**src/hw/rtl/siq_pkg.sv**
```systemverilog
// siq_pkg: shared types and codes for the sorted insert queue.
// Used by the channel interfaces, the controller, the datapath and the top level.
// No dependencies.
package siq_pkg;

	localparam int VAL_W  = 32;
	localparam int KIND_W = 2;
	localparam int ST_W   = 2;
	localparam int OCC_W  = 5;

	// request kinds; the fourth code is reserved and ignored
	typedef enum logic [KIND_W-1:0] {
		REQ_INSERT = 2'd0,
		REQ_PUSH   = 2'd1,
		REQ_POP    = 2'd2
	} req_kind_t;

	// result status codes
	typedef enum logic [ST_W-1:0] {
		ST_DONE  = 2'd0,
		ST_FULL  = 2'd1,
		ST_EMPTY = 2'd2
	} status_t;

	// controller states
	typedef enum logic [2:0] {
		S_IDLE,
		S_DECIDE,
		S_SCAN,
		S_CMP,
		S_SHIFT_RD,
		S_SHIFT_WR,
		S_POP_WAIT,
		S_FINISH
	} state_t;

	// controller -> datapath commands
	typedef struct packed {
		logic    latch_req;    // take the accepted item, clear the result
		logic    set_status;   // record status_code in the result
		status_t status_code;
		logic    clr_idx;      // scan index to the front
		logic    inc_idx;      // next scan position
		logic    rd_scan;      // read entry at scan index
		logic    rd_shift;     // read entry just below the shift index
		logic    rd_head;      // read the front entry
		logic    wr_tail;      // append the item at the tail, count up
		logic    start_shift;  // shift index to the tail
		logic    wr_shift;     // move the read entry one place back, shift index down
		logic    wr_ins;       // write the item at the shift index, count up
		logic    pop_take;     // take read data as result, drop the front entry
		logic    load_out;     // load the result into the output register
	} siq_cmd_t;

	// datapath -> controller status
	typedef struct packed {
		logic [KIND_W-1:0] kind;
		logic              full;
		logic              empty;
		logic              scan_end;   // scan index reached the count
		logic              shift_end;  // shift index reached the insert position
		logic              precedes;   // read entry strictly precedes the item
		logic              out_busy;   // output register holds an untaken item
	} siq_sts_t;

endpackage

```
**src/hw/rtl/siq_req_if.sv**
```systemverilog
// siq_req_if / siq_res_if: valid/ready channels for requests and results.
// Depends on siq_pkg for field widths.
interface siq_req_if;
	logic                             valid;
	logic                             ready;
	logic [siq_pkg::KIND_W-1:0]       req_type;
	logic signed [siq_pkg::VAL_W-1:0] item_value;

	modport source (output valid, output req_type, output item_value, input ready);
	modport sink   (input valid, input req_type, input item_value, output ready);
endinterface

interface siq_res_if;
	logic                             valid;
	logic                             ready;
	logic signed [siq_pkg::VAL_W-1:0] popped_value;
	logic [siq_pkg::ST_W-1:0]         status;
	logic [siq_pkg::OCC_W-1:0]        occupancy;

	modport source (output valid, output popped_value, output status, output occupancy,
		input ready);
	modport sink   (input valid, input popped_value, input status, input occupancy,
		output ready);
endinterface

```
**src/hw/rtl/siq_ctrl.sv**
```systemverilog
// siq_ctrl: request sequencer for the sorted insert queue.
// Depends on siq_pkg (state, command and status types).
module siq_ctrl (
	input  logic               clk,
	input  logic               arst_n,
	input  logic               in_valid,
	output logic               in_ready,
	input  siq_pkg::siq_sts_t  sts,
	output siq_pkg::siq_cmd_t  cmd
);

	siq_pkg::state_t state_q, state_nxt;

	// state register
	always_ff @(posedge clk or negedge arst_n) begin
		if (!arst_n) begin
			state_q <= siq_pkg::S_IDLE;
		end else begin
			state_q <= state_nxt;
		end
	end

	// next state and commands
	always_comb begin
		state_nxt = state_q;
		cmd       = '0;
		in_ready  = 1'b0;
		unique case (state_q)
			siq_pkg::S_IDLE: begin
				in_ready = 1'b1;
				if (in_valid) begin
					cmd.latch_req = 1'b1;
					state_nxt     = siq_pkg::S_DECIDE;
				end
			end
			siq_pkg::S_DECIDE: begin
				case (sts.kind)
					siq_pkg::REQ_INSERT: begin
						if (sts.full) begin
							cmd.set_status  = 1'b1;
							cmd.status_code = siq_pkg::ST_FULL;
							state_nxt       = siq_pkg::S_FINISH;
						end else begin
							cmd.clr_idx = 1'b1;
							state_nxt   = siq_pkg::S_SCAN;
						end
					end
					siq_pkg::REQ_PUSH: begin
						if (sts.full) begin
							cmd.set_status  = 1'b1;
							cmd.status_code = siq_pkg::ST_FULL;
						end else begin
							cmd.wr_tail = 1'b1;
						end
						state_nxt = siq_pkg::S_FINISH;
					end
					siq_pkg::REQ_POP: begin
						if (sts.empty) begin
							cmd.set_status  = 1'b1;
							cmd.status_code = siq_pkg::ST_EMPTY;
							state_nxt       = siq_pkg::S_FINISH;
						end else begin
							cmd.rd_head = 1'b1;
							state_nxt   = siq_pkg::S_POP_WAIT;
						end
					end
					// reserved kind: nothing changes
					default: state_nxt = siq_pkg::S_FINISH;
				endcase
			end
			// walk from the front until an entry does not precede the item
			siq_pkg::S_SCAN: begin
				if (sts.scan_end) begin
					cmd.start_shift = 1'b1;
					state_nxt       = siq_pkg::S_SHIFT_RD;
				end else begin
					cmd.rd_scan = 1'b1;
					state_nxt   = siq_pkg::S_CMP;
				end
			end
			siq_pkg::S_CMP: begin
				if (sts.precedes) begin
					cmd.inc_idx = 1'b1;
					state_nxt   = siq_pkg::S_SCAN;
				end else begin
					cmd.start_shift = 1'b1;
					state_nxt       = siq_pkg::S_SHIFT_RD;
				end
			end
			// open a gap by moving entries back from the tail
			siq_pkg::S_SHIFT_RD: begin
				if (sts.shift_end) begin
					cmd.wr_ins = 1'b1;
					state_nxt  = siq_pkg::S_FINISH;
				end else begin
					cmd.rd_shift = 1'b1;
					state_nxt    = siq_pkg::S_SHIFT_WR;
				end
			end
			siq_pkg::S_SHIFT_WR: begin
				cmd.wr_shift = 1'b1;
				state_nxt    = siq_pkg::S_SHIFT_RD;
			end
			siq_pkg::S_POP_WAIT: begin
				cmd.pop_take = 1'b1;
				state_nxt    = siq_pkg::S_FINISH;
			end
			siq_pkg::S_FINISH: begin
				if (!sts.out_busy) begin
					cmd.load_out = 1'b1;
					state_nxt    = siq_pkg::S_IDLE;
				end
			end
			default: state_nxt = siq_pkg::S_IDLE;
		endcase
	end

endmodule

```
**src/hw/rtl/siq_dp.sv**
```systemverilog
// siq_dp: entry memory, head/count/index registers, compare and output register.
// Depends on siq_pkg (command and status types, field widths).
module siq_dp #(
	parameter int DEPTH = 16
) (
	input  logic                             clk,
	input  logic                             arst_n,
	input  siq_pkg::siq_cmd_t                cmd,
	output siq_pkg::siq_sts_t                sts,
	input  logic                             order_desc,
	input  logic [siq_pkg::KIND_W-1:0]       req_type,
	input  logic signed [siq_pkg::VAL_W-1:0] item_value,
	output logic                             res_valid,
	input  logic                             res_ready,
	output logic signed [siq_pkg::VAL_W-1:0] popped_value,
	output logic [siq_pkg::ST_W-1:0]         status,
	output logic [siq_pkg::OCC_W-1:0]        occupancy
);

	localparam int AW = $clog2(DEPTH);
	localparam int CW = $clog2(DEPTH + 1);
	localparam int SW = CW + 1;

	// circular entry store, front at head_q
	logic signed [siq_pkg::VAL_W-1:0] mem [DEPTH];

	logic [AW-1:0]                    head_q;
	logic [CW-1:0]                    count_q;
	logic [CW-1:0]                    idx_q;
	logic [CW-1:0]                    shf_q;
	logic [siq_pkg::KIND_W-1:0]       kind_q;
	logic signed [siq_pkg::VAL_W-1:0] val_q;
	logic signed [siq_pkg::VAL_W-1:0] rd_data_q;
	logic signed [siq_pkg::VAL_W-1:0] res_val_q;
	logic [siq_pkg::ST_W-1:0]         res_st_q;
	logic                             out_valid_q;
	logic signed [siq_pkg::VAL_W-1:0] out_val_q;
	logic [siq_pkg::ST_W-1:0]         out_st_q;
	logic [siq_pkg::OCC_W-1:0]        out_occ_q;

	logic [CW-1:0] rd_off, wr_off;
	logic [AW-1:0] rd_addr, wr_addr;
	logic          rd_en, wr_en;
	logic signed [siq_pkg::VAL_W-1:0] wr_data;

	// position of the entry off places behind the front
	function automatic logic [AW-1:0] wrap_addr(input logic [AW-1:0] head,
		input logic [CW-1:0] off);
		logic [SW-1:0] sum;
		begin
			sum = SW'(head) + SW'(off);
			if (sum >= SW'(DEPTH)) begin
				sum = sum - SW'(DEPTH);
			end
			wrap_addr = sum[AW-1:0];
		end
	endfunction

	// memory address selection
	always_comb begin
		rd_en  = cmd.rd_scan | cmd.rd_shift | cmd.rd_head;
		rd_off = '0;
		if (cmd.rd_scan) begin
			rd_off = idx_q;
		end else if (cmd.rd_shift) begin
			rd_off = shf_q - CW'(1);
		end
		wr_en   = cmd.wr_tail | cmd.wr_shift | cmd.wr_ins;
		wr_off  = cmd.wr_tail ? count_q : shf_q;
		wr_data = cmd.wr_shift ? rd_data_q : val_q;
		rd_addr = wrap_addr(head_q, rd_off);
		wr_addr = wrap_addr(head_q, wr_off);
	end

	// entry memory, one write and one registered read per cycle
	always_ff @(posedge clk) begin
		if (wr_en) begin
			mem[wr_addr] <= wr_data;
		end
		if (rd_en) begin
			rd_data_q <= mem[rd_addr];
		end
	end

	// request and result payload
	always_ff @(posedge clk) begin
		if (cmd.latch_req) begin
			kind_q    <= req_type;
			val_q     <= item_value;
			res_val_q <= '0;
			res_st_q  <= siq_pkg::ST_DONE;
		end else begin
			if (cmd.set_status) begin
				res_st_q <= cmd.status_code;
			end
			if (cmd.pop_take) begin
				res_val_q <= rd_data_q;
			end
		end
	end

	// scan and shift indexes
	always_ff @(posedge clk) begin
		if (cmd.clr_idx) begin
			idx_q <= '0;
		end else if (cmd.inc_idx) begin
			idx_q <= idx_q + CW'(1);
		end
		if (cmd.start_shift) begin
			shf_q <= count_q;
		end else if (cmd.wr_shift) begin
			shf_q <= shf_q - CW'(1);
		end
	end

	// list head and count
	always_ff @(posedge clk or negedge arst_n) begin
		if (!arst_n) begin
			head_q  <= '0;
			count_q <= '0;
		end else begin
			if (cmd.wr_tail || cmd.wr_ins) begin
				count_q <= count_q + CW'(1);
			end else if (cmd.pop_take) begin
				count_q <= count_q - CW'(1);
				head_q  <= (head_q == AW'(DEPTH - 1)) ? '0 : head_q + AW'(1);
			end
		end
	end

	// output register
	always_ff @(posedge clk or negedge arst_n) begin
		if (!arst_n) begin
			out_valid_q <= 1'b0;
		end else if (cmd.load_out) begin
			out_valid_q <= 1'b1;
		end else if (res_ready) begin
			out_valid_q <= 1'b0;
		end
	end

	always_ff @(posedge clk) begin
		if (cmd.load_out) begin
			out_val_q <= res_val_q;
			out_st_q  <= res_st_q;
			out_occ_q <= siq_pkg::OCC_W'(count_q);
		end
	end

	// status to the controller
	always_comb begin
		sts.kind      = kind_q;
		sts.full      = (count_q == CW'(DEPTH));
		sts.empty     = (count_q == '0);
		sts.scan_end  = (idx_q == count_q);
		sts.shift_end = (shf_q == idx_q);
		sts.precedes  = order_desc ? (rd_data_q > val_q) : (rd_data_q < val_q);
		sts.out_busy  = out_valid_q & ~res_ready;
	end

	assign res_valid    = out_valid_q;
	assign popped_value = out_val_q;
	assign status       = out_st_q;
	assign occupancy    = out_occ_q;

endmodule

```
**src/hw/rtl/sorted_insert_queue.sv**
```systemverilog
// sorted_insert_queue: bounded ordered list of signed 32-bit values.
// Depends on siq_pkg, siq_req_if/siq_res_if, siq_ctrl and siq_dp.
//
// Usage: requests arrive on the req channel (req_type, item_value), one
// result per request leaves on the res channel (popped_value, status,
// occupancy). Kinds: sorted insert (ahead of equal entries), tail push,
// pop front. A full list drops an insert or push with status full; a pop
// on an empty list reports status empty. Sort order is set by register 0
// (order_descending) on the APB port; the user must write it only while the
// queue is idle; the block does not enforce this. Timing: one request at a
// time. A push, a full or empty error and the unused kind pass the decide and
// finish states, a pop also reads the front entry, a sorted insert scans from
// the front, then shifts entries back from the tail; each scan and shift
// step is a memory read then its use. The next request can be accepted in
// the cycle after the previous result is loaded. The entry memory is a circular
// buffer, so a pop never moves entries. Reset: list empty, ascending order,
// output register empty; the memory contents are not cleared.
// Stall: a finished result sits in the output register; the next request
// is accepted while it waits, and its result waits in the finish state
// until the output register frees.
module sorted_insert_queue #(
	parameter int DEPTH = 16
) (
	input  logic             clk,
	input  logic             arst_n,
	siq_req_if.sink          req,
	siq_res_if.source        res,
	input  logic             psel,
	input  logic             penable,
	input  logic             pwrite,
	input  logic [2:0]       paddr,
	input  logic [31:0]      pwdata,
	output logic [31:0]      prdata,
	output logic             pready
);

	siq_pkg::siq_cmd_t cmd;
	siq_pkg::siq_sts_t sts;
	logic              order_desc_q;

	// configuration register, index taken from the word address
	assign pready = 1'b1;

	always_ff @(posedge clk or negedge arst_n) begin
		if (!arst_n) begin
			order_desc_q <= 1'b0;
		end else if (psel && penable && pwrite && pready && !paddr[2]) begin
			order_desc_q <= pwdata[0];
		end
	end

	assign prdata = paddr[2] ? 32'd0 : {31'd0, order_desc_q};

	siq_ctrl u_ctrl (
		.clk      (clk),
		.arst_n   (arst_n),
		.in_valid (req.valid),
		.in_ready (req.ready),
		.sts      (sts),
		.cmd      (cmd)
	);

	siq_dp #(
		.DEPTH (DEPTH)
	) u_dp (
		.clk          (clk),
		.arst_n       (arst_n),
		.cmd          (cmd),
		.sts          (sts),
		.order_desc   (order_desc_q),
		.req_type     (req.req_type),
		.item_value   (req.item_value),
		.res_valid    (res.valid),
		.res_ready    (res.ready),
		.popped_value (res.popped_value),
		.status       (res.status),
		.occupancy    (res.occupancy)
	);

	// one request in flight: acceptance closes the input until the result is queued
	a_one_at_a_time: assert property (@(posedge clk) disable iff (!arst_n)
		req.valid && req.ready |=> !req.ready)
		else $error("request accepted while another is in work");

	// nothing is appended to a full list
	a_no_write_full: assert property (@(posedge clk) disable iff (!arst_n)
		(cmd.wr_tail || cmd.wr_ins) |-> !sts.full)
		else $error("write into a full list");

	// a pop only removes an entry that exists
	a_no_pop_empty: assert property (@(posedge clk) disable iff (!arst_n)
		cmd.pop_take |-> !sts.empty)
		else $error("entry removed from an empty list");

	// a waiting result is never overwritten
	a_no_overwrite: assert property (@(posedge clk) disable iff (!arst_n)
		cmd.load_out |-> !(res.valid && !res.ready))
		else $error("output register overwritten while stalled");

endmodule

```
**src/flat_wrapper.sv**
```systemverilog
// flat-port wrapper written by rule: the top's interface ports become plain ports
module sorted_insert_queue_flat 
#(
	parameter int DEPTH = 16
)
  (clk, arst_n, psel, penable, pwrite, paddr, pwdata, prdata, pready, req_valid, req_req_type, req_item_value, req_ready, res_valid, res_popped_value, res_status, res_occupancy, res_ready);
  siq_req_if req_i ();
  siq_res_if res_i ();
  input  logic clk;
  input  logic arst_n;
  input  logic psel;
  input  logic penable;
  input  logic pwrite;
  input  logic [2:0] paddr;
  input  logic [31:0] pwdata;
  output logic [31:0] prdata;
  output logic pready;
  input wire logic [$bits(req_i.valid)-1:0] req_valid;
  input wire logic [$bits(req_i.req_type)-1:0] req_req_type;
  input wire logic [$bits(req_i.item_value)-1:0] req_item_value;
  output wire logic [$bits(req_i.ready)-1:0] req_ready;
  output wire logic [$bits(res_i.valid)-1:0] res_valid;
  output wire logic [$bits(res_i.popped_value)-1:0] res_popped_value;
  output wire logic [$bits(res_i.status)-1:0] res_status;
  output wire logic [$bits(res_i.occupancy)-1:0] res_occupancy;
  input wire logic [$bits(res_i.ready)-1:0] res_ready;
  assign req_i.valid = req_valid;
  assign req_i.req_type = req_req_type;
  assign req_i.item_value = req_item_value;
  assign req_ready = req_i.ready;
  assign res_valid = res_i.valid;
  assign res_popped_value = res_i.popped_value;
  assign res_status = res_i.status;
  assign res_occupancy = res_i.occupancy;
  assign res_i.ready = res_ready;
  sorted_insert_queue #(.DEPTH(DEPTH)) u_core (.clk(clk), .arst_n(arst_n), .req(req_i), .res(res_i), .psel(psel), .penable(penable), .pwrite(pwrite), .paddr(paddr), .pwdata(pwdata), .prdata(prdata), .pready(pready));
endmodule
```
**config.mk**
```make
export PLATFORM = sky130hd
export DESIGN_NAME = sorted_insert_queue_flat
export DESIGN_NICKNAME = d
export VERILOG_FILES = /design/src/hw/rtl/siq_pkg.sv /design/src/hw/rtl/siq_req_if.sv /design/src/hw/rtl/siq_ctrl.sv /design/src/hw/rtl/siq_dp.sv /design/src/hw/rtl/sorted_insert_queue.sv /design/src/flat_wrapper.sv
export SDC_FILE = /design/constraint.sdc
export NUM_CORES = 1
export LEC_CHECK = 0
export ABC_AREA = 1
export BUFFER_PORTS_ARGS = -buffer_cell sky130_fd_sc_hd__buf_2
export CORE_UTILIZATION = 61
export DETAILED_ROUTE_END_ITERATION = 6
export PLACE_DENSITY_LB_ADDON = 0.12
export SLEW_MARGIN = 0
export SYNTH_ARGS = -nofsm -noshare
export SYNTH_HDL_FRONTEND = slang
export SYNTH_HIERARCHICAL = 1
export SYNTH_SLANG_ARGS = --single-unit
```
**constraint.sdc**
```tcl
create_clock -name clk -period 6.2 [get_ports clk]
set_input_delay 1.24 -clock clk [delete_from_list [all_inputs] [get_ports clk]]
set_output_delay 1.24 -clock clk [all_outputs]
set_load 0.02 [all_outputs]
```
# ---- Word level (Yosys, flattened, before mapping)
# Memories as Yosys holds them, arrays and structs flattened. A register that Yosys moved wholly into a read port is not among the register bits.
# Cells that the tools add are included.
# W data, S select, Z words.
dict set report totals {
  ff_bits 131
  memories 1
  out_inout_bits 74
  in_bits 76
  ram_bits 512
}
# name depth width read_ports rd_ports_with_merged_regs wr line
set memory_table {}
lappend memory_table {u_core.u_dp.mem 16 32 1 1 1 siq_dp.sv:25} ;# logic signed [siq_pkg::VAL_W-1:0] mem [DEPTH];
dict set report classes {
  bitwise 7
  eq_ne 15
  add_sub_neg 9
  muxes 54
  n_reduce_logical 14
  order_cmp 4
}
# operator count
set ops {}
lappend ops {{$mux W5} 7}
lappend ops {{$gt A32 B32 Y1} 1}
lappend ops {{$lt A32 B32 Y1} 1}
lappend ops {{$mux W32} 1}
lappend ops {{$mux W1} 29}
lappend ops {{$pmux W3 S8} 1}
lappend ops {{$mux W3} 7}
lappend ops {{$mux W4} 4}
lappend ops {{$add A4 B5 Y6} 2}
lappend ops {{$eq A3 B3 Y1 const B} 4}
lappend ops {{$ge A6 B5 Y1 const B} 2}
lappend ops {{$pmux W3 S2} 2}
lappend ops {{$add A5 B1 Y5 const B} 2}
lappend ops {{$eq A5 B5 Y1} 2}
lappend ops {{$sub A5 B1 Y5 const B} 2}
lappend ops {{$sub A4 B1 Y4 const B} 2}
lappend ops {{$eq A3 B2 Y1 const B} 2}
lappend ops {{$reduce_bool A2 Y1} 3}
lappend ops {{$eq A5 B5 Y1 const B} 1}
lappend ops {{$logic_not A5 Y1} 1}
lappend ops {{$add A4 B1 Y4 const B} 1}
lappend ops {{$eq A4 B4 Y1 const B} 1}
lappend ops {{$mux W2} 2}
lappend ops {{$ne A2 B2 Y1 const B} 2}
lappend ops {{14 further kinds} 21}

# ---- Depth between registers and ports, before layout
dict set report depth {
  ltp_word 8
  mapped_depth 23
  depth_no_buf 23
}

# ---- Cells and area by module
# Netlist, hierarchy kept.
# module area_each_um2 instances cells_per_inst seq_area_each_um2
set modules_own_cells {}
lappend modules_own_cells {siq_dp 27397.5 1 2020 19708.9}
lappend modules_own_cells {siq_ctrl 394.1 1 63 75.1}
lappend modules_own_cells {sorted_insert_queue 314.1 1 45 25.0}

# ---- Least setup slack after synthesis
# Ideal clock, no wire load.
dict set report synth_path {
  kind {input to register}
  start {input req_valid}
  end {register u_core/u_dp/res_val_q[10] (netlist bit)}
  path_slack_ns 0.822
  cell_stages 5
  setup_time_ns 0.132
  required_ns 6.068
  path_buffers 2
  arrival_ns 5.246
  cell_sequence {inv_1 > nor4_1 > clkbuf_1 > clkbuf_1 > a21oi_1}
}
# element line
set synth_rtl {}
lappend synth_rtl {{start: declaration} flat_wrapper.sv:18} ;# input wire logic [$bits(req_i.valid)-1:0] req_valid;
lappend synth_rtl {{end signal: assignment} siq_dp.sv:97} ;# res_val_q <= rd_data_q;
lappend synth_rtl {{end: declaration} siq_dp.sv:34} ;# logic signed [siq_pkg::VAL_W-1:0] res_val_q;

==> run metrics <==
Post-synth ARST share 2.07%; Yosys top cell area share around two thirds; H-tree depth 3; WS Path Type reg2reg; outcome completed; violation count after the first detailed-route iteration 1,708; Final ANT Viol Nets 0; number of enable flip-flop cells after synthesis 622; die height 217 um; final worst-path cycle share 75.2%; fin crit period 4660 ps; max-cap viol count 0; Max Root-Sink Buffers 3; post-layout util 69.5%; number of gates resized after cts 0; drt wl/cell 21.9 um; critical hold path startpoint u_core/u_dp/res_val_q[26]; post-route setup TNS 0 ps; Seq/Total Area, Yosys 70.5%; largest cells by area after synthesis edfxtp_1 66%, mux2i_1 4.6%, o211ai_1 3.4%; synth warn 6; share of cells above drive strength 1 12.9%; Hold Fails Final Rpt 0; clk sinks 675; Worst Hold Class reg2reg; Req. time, crit path 6490 ps; Yosys cell types 44; placed wire-length estimate 34,800 um; I/O Buffers 84; crit-path max FO 22; worst clock skew 25.0 ps; crit path launch u_core/u_dp/count_q[0]; Antenna Cells 0; Chip Width approximately 220 um; TritonCTS Buffers 69; Tot GR Track Use 27.5%; Final GP Congestion 0.820; via count 16,900; Final Non-Filler Cells 2,895; largest net degree at the start of global routing 91; root buf cell clkbuf_16; Mapped Cells 2,128; die area 46,900 sq um; syn_area_per_cell 13.2 sq um; area delta synth->final 12.2%; #FFs+latches synth 675; cell taking the most area after synthesis edfxtp_1; CP arrival slightly below 5000 ps; drt drc 0; Initial Util 61.9%; Tightest Pin Transition 1220 ps; Slew HR between 10% and 20%; unrepaired setup endpoints after global routing false; post-DR vias/cell 5.84; worst skew pair latency 600 ps; setup bufs post-CTS 0; worst r2r src u_core/u_dp/count_q[0]; Finish-stage setup viols 0; f_max 214 MHz; Mapped Area 28,100 sq um; initial antenna violation count 0; Total Wirelength around 64,000 um; grt ovf 0; Hold-fix buffers, CTS 0; # IOs 150; Leakage 11.8 nW; global-route wire length before repair 94,800 um; Worst setup EP type flip-flop; row count 78; vias in the first global route about 16,000; number of max-slew violations in the final report 0; TritonCTS clock tree built; placed cells 2,767; VDD IR max 0.546 mV; pwr dens 613 nW/um^2; Tot Pwr 19.3 mW; Worst-path clk slew 60 ps; Final #Nets 2,361; drt first pass iters 5; Core Footprint 45,400 sq um; ys flop type edfxtp_1; Critical Path Source Type flip-flop
## synthesized netlist by cell type, drive strengths merged, types with 39 or more instances
master	instances
nand2	217
o21ai	209
nor2	59
inv	219
clkbuf	63
dfxtp	39
edfxtp	622
o211ai	128
mux2i	128
a21oi	184
ha	44
buf	83
nand3	60
## power breakdown
group	switching [mW]	internal, mW
sequential	0.473	6.67
clock	1.65	2.32
combinational	5.66	2.57
total	7.78	11.6
## sequential cells by signal, indices dropped and copies added, names as in the netlist, 4 cells and up
name / cells
u_core/u_dp/count_q: 5
u_core/u_dp/head_q: 4
u_core/u_dp/idx_q: 5
u_core/u_dp/mem: 512
u_core/u_dp/occupancy: 5
u_core/u_dp/popped_value: 32
u_core/u_dp/rd_data_q: 32
u_core/u_dp/res_val_q: 32
u_core/u_dp/shf_q: 5
u_core/u_dp/val_q: 32
## path summary, 6_finish.rpt
check	to	slack (ps)	cells after the start
hold / removal	u_core/u_dp/popped_value[26]	430	0
hold reg to reg	u_core/u_dp/popped_value[26]	430	0
max in group asynchronous	u_core/u_dp/count_q[0]	5350	1
setup reg to reg	u_core/u_dp/mem[14][4]	1540	13
setup / recovery	u_core/u_dp/mem[14][4]	1540	13
min in group asynchronous	u_core/u_dp/count_q[4]	560	1
## critical path, cell delays in order, from the launching register on
cell and delay [ps]:
dfrtp_1 540, inv_1 130, nand3_1 140, nor2_1 110, nor4_2 710, o21ai_0 410
ha_1 380, a21o_1 160, a21oi_1 140, xor2_1 120, inv_1 90, nand2_1 230
nor2_4 870, buf_4 330
## stage by stage
step	hold WS, ps	cell area, sq um	setup WS [ps]
detailed placement	415	29300	1620
finish	428	31500	1540
floorplan	409	28200	822
global route	432	31500	1340
global placement	415	29300	1590
CTS	428	31500	1610
## layout make-up
class,instances,area (sq um)
timing repair buffer,155,1020
multi-input combinational,1118,6930
fill,3141,13900
inverter,219,833
clock buffer,94,1930
clock inverter,34,254
sequential,675,19800
tap,600,751
## layout by cell type (no fill, tap or decap), types with 3 or more instances in the layout
cell,n
dfrtp_1,14
conb_1,32
o211ai_1,128
buf_12,5
clkinv_2,13
dfxtp_1,39
nor3_1,4
inv_1,212
clkbuf_1,17
a21o_1,3
inv_6,4
xor2_1,12
clkbuf_16,72
clkbuf_8,5
nand3_1,57
inv_2,3
nor2_1,39
nand2_1,215
a21oi_1,184
nor2_4,18
ha_1,43
nand4_1,9
buf_4,66
o21ai_0,190
clkinv_1,14
buf_2,84
mux2i_1,128
o21ai_1,19
edfxtp_1,622
xnor2_1,3
nor4_1,4
bufinv_16,3
o22ai_1,4
## cells by family (layout without fill, tap and decap cells)
logic type      after synthesis  count (layout)  synth area share (%)
other cells                   2              32                0.0267
fa+ha+maj                    47              47                  2.17
xor+xnor                     19              19                 0.712
compound gates              533             533                  10.7
simple gates                359             359                  5.40
buf+inv                     365             502                  5.91
mux                         128             128                  4.56
flops                       675             675                  70.5
## layer usage
| metal | part of all wire [%] | routed length (um) | vias up | GRT usage, % |
|---|---|---|---|---|
| li1 | - | - | 7881 | - |
| met1 | 41 | 26000 | 8223 | 38.5 |
| met2 | 48 | 30200 | 720 | 44.6 |
| met3 | 9.6 | 6090 | 85 | 4.67 |
| met4 | 1.9 | 1210 | 0 | 8.03 |
| met5 | 0 | 0 | - | 0 |
Power figures use the tool's default switching activity.
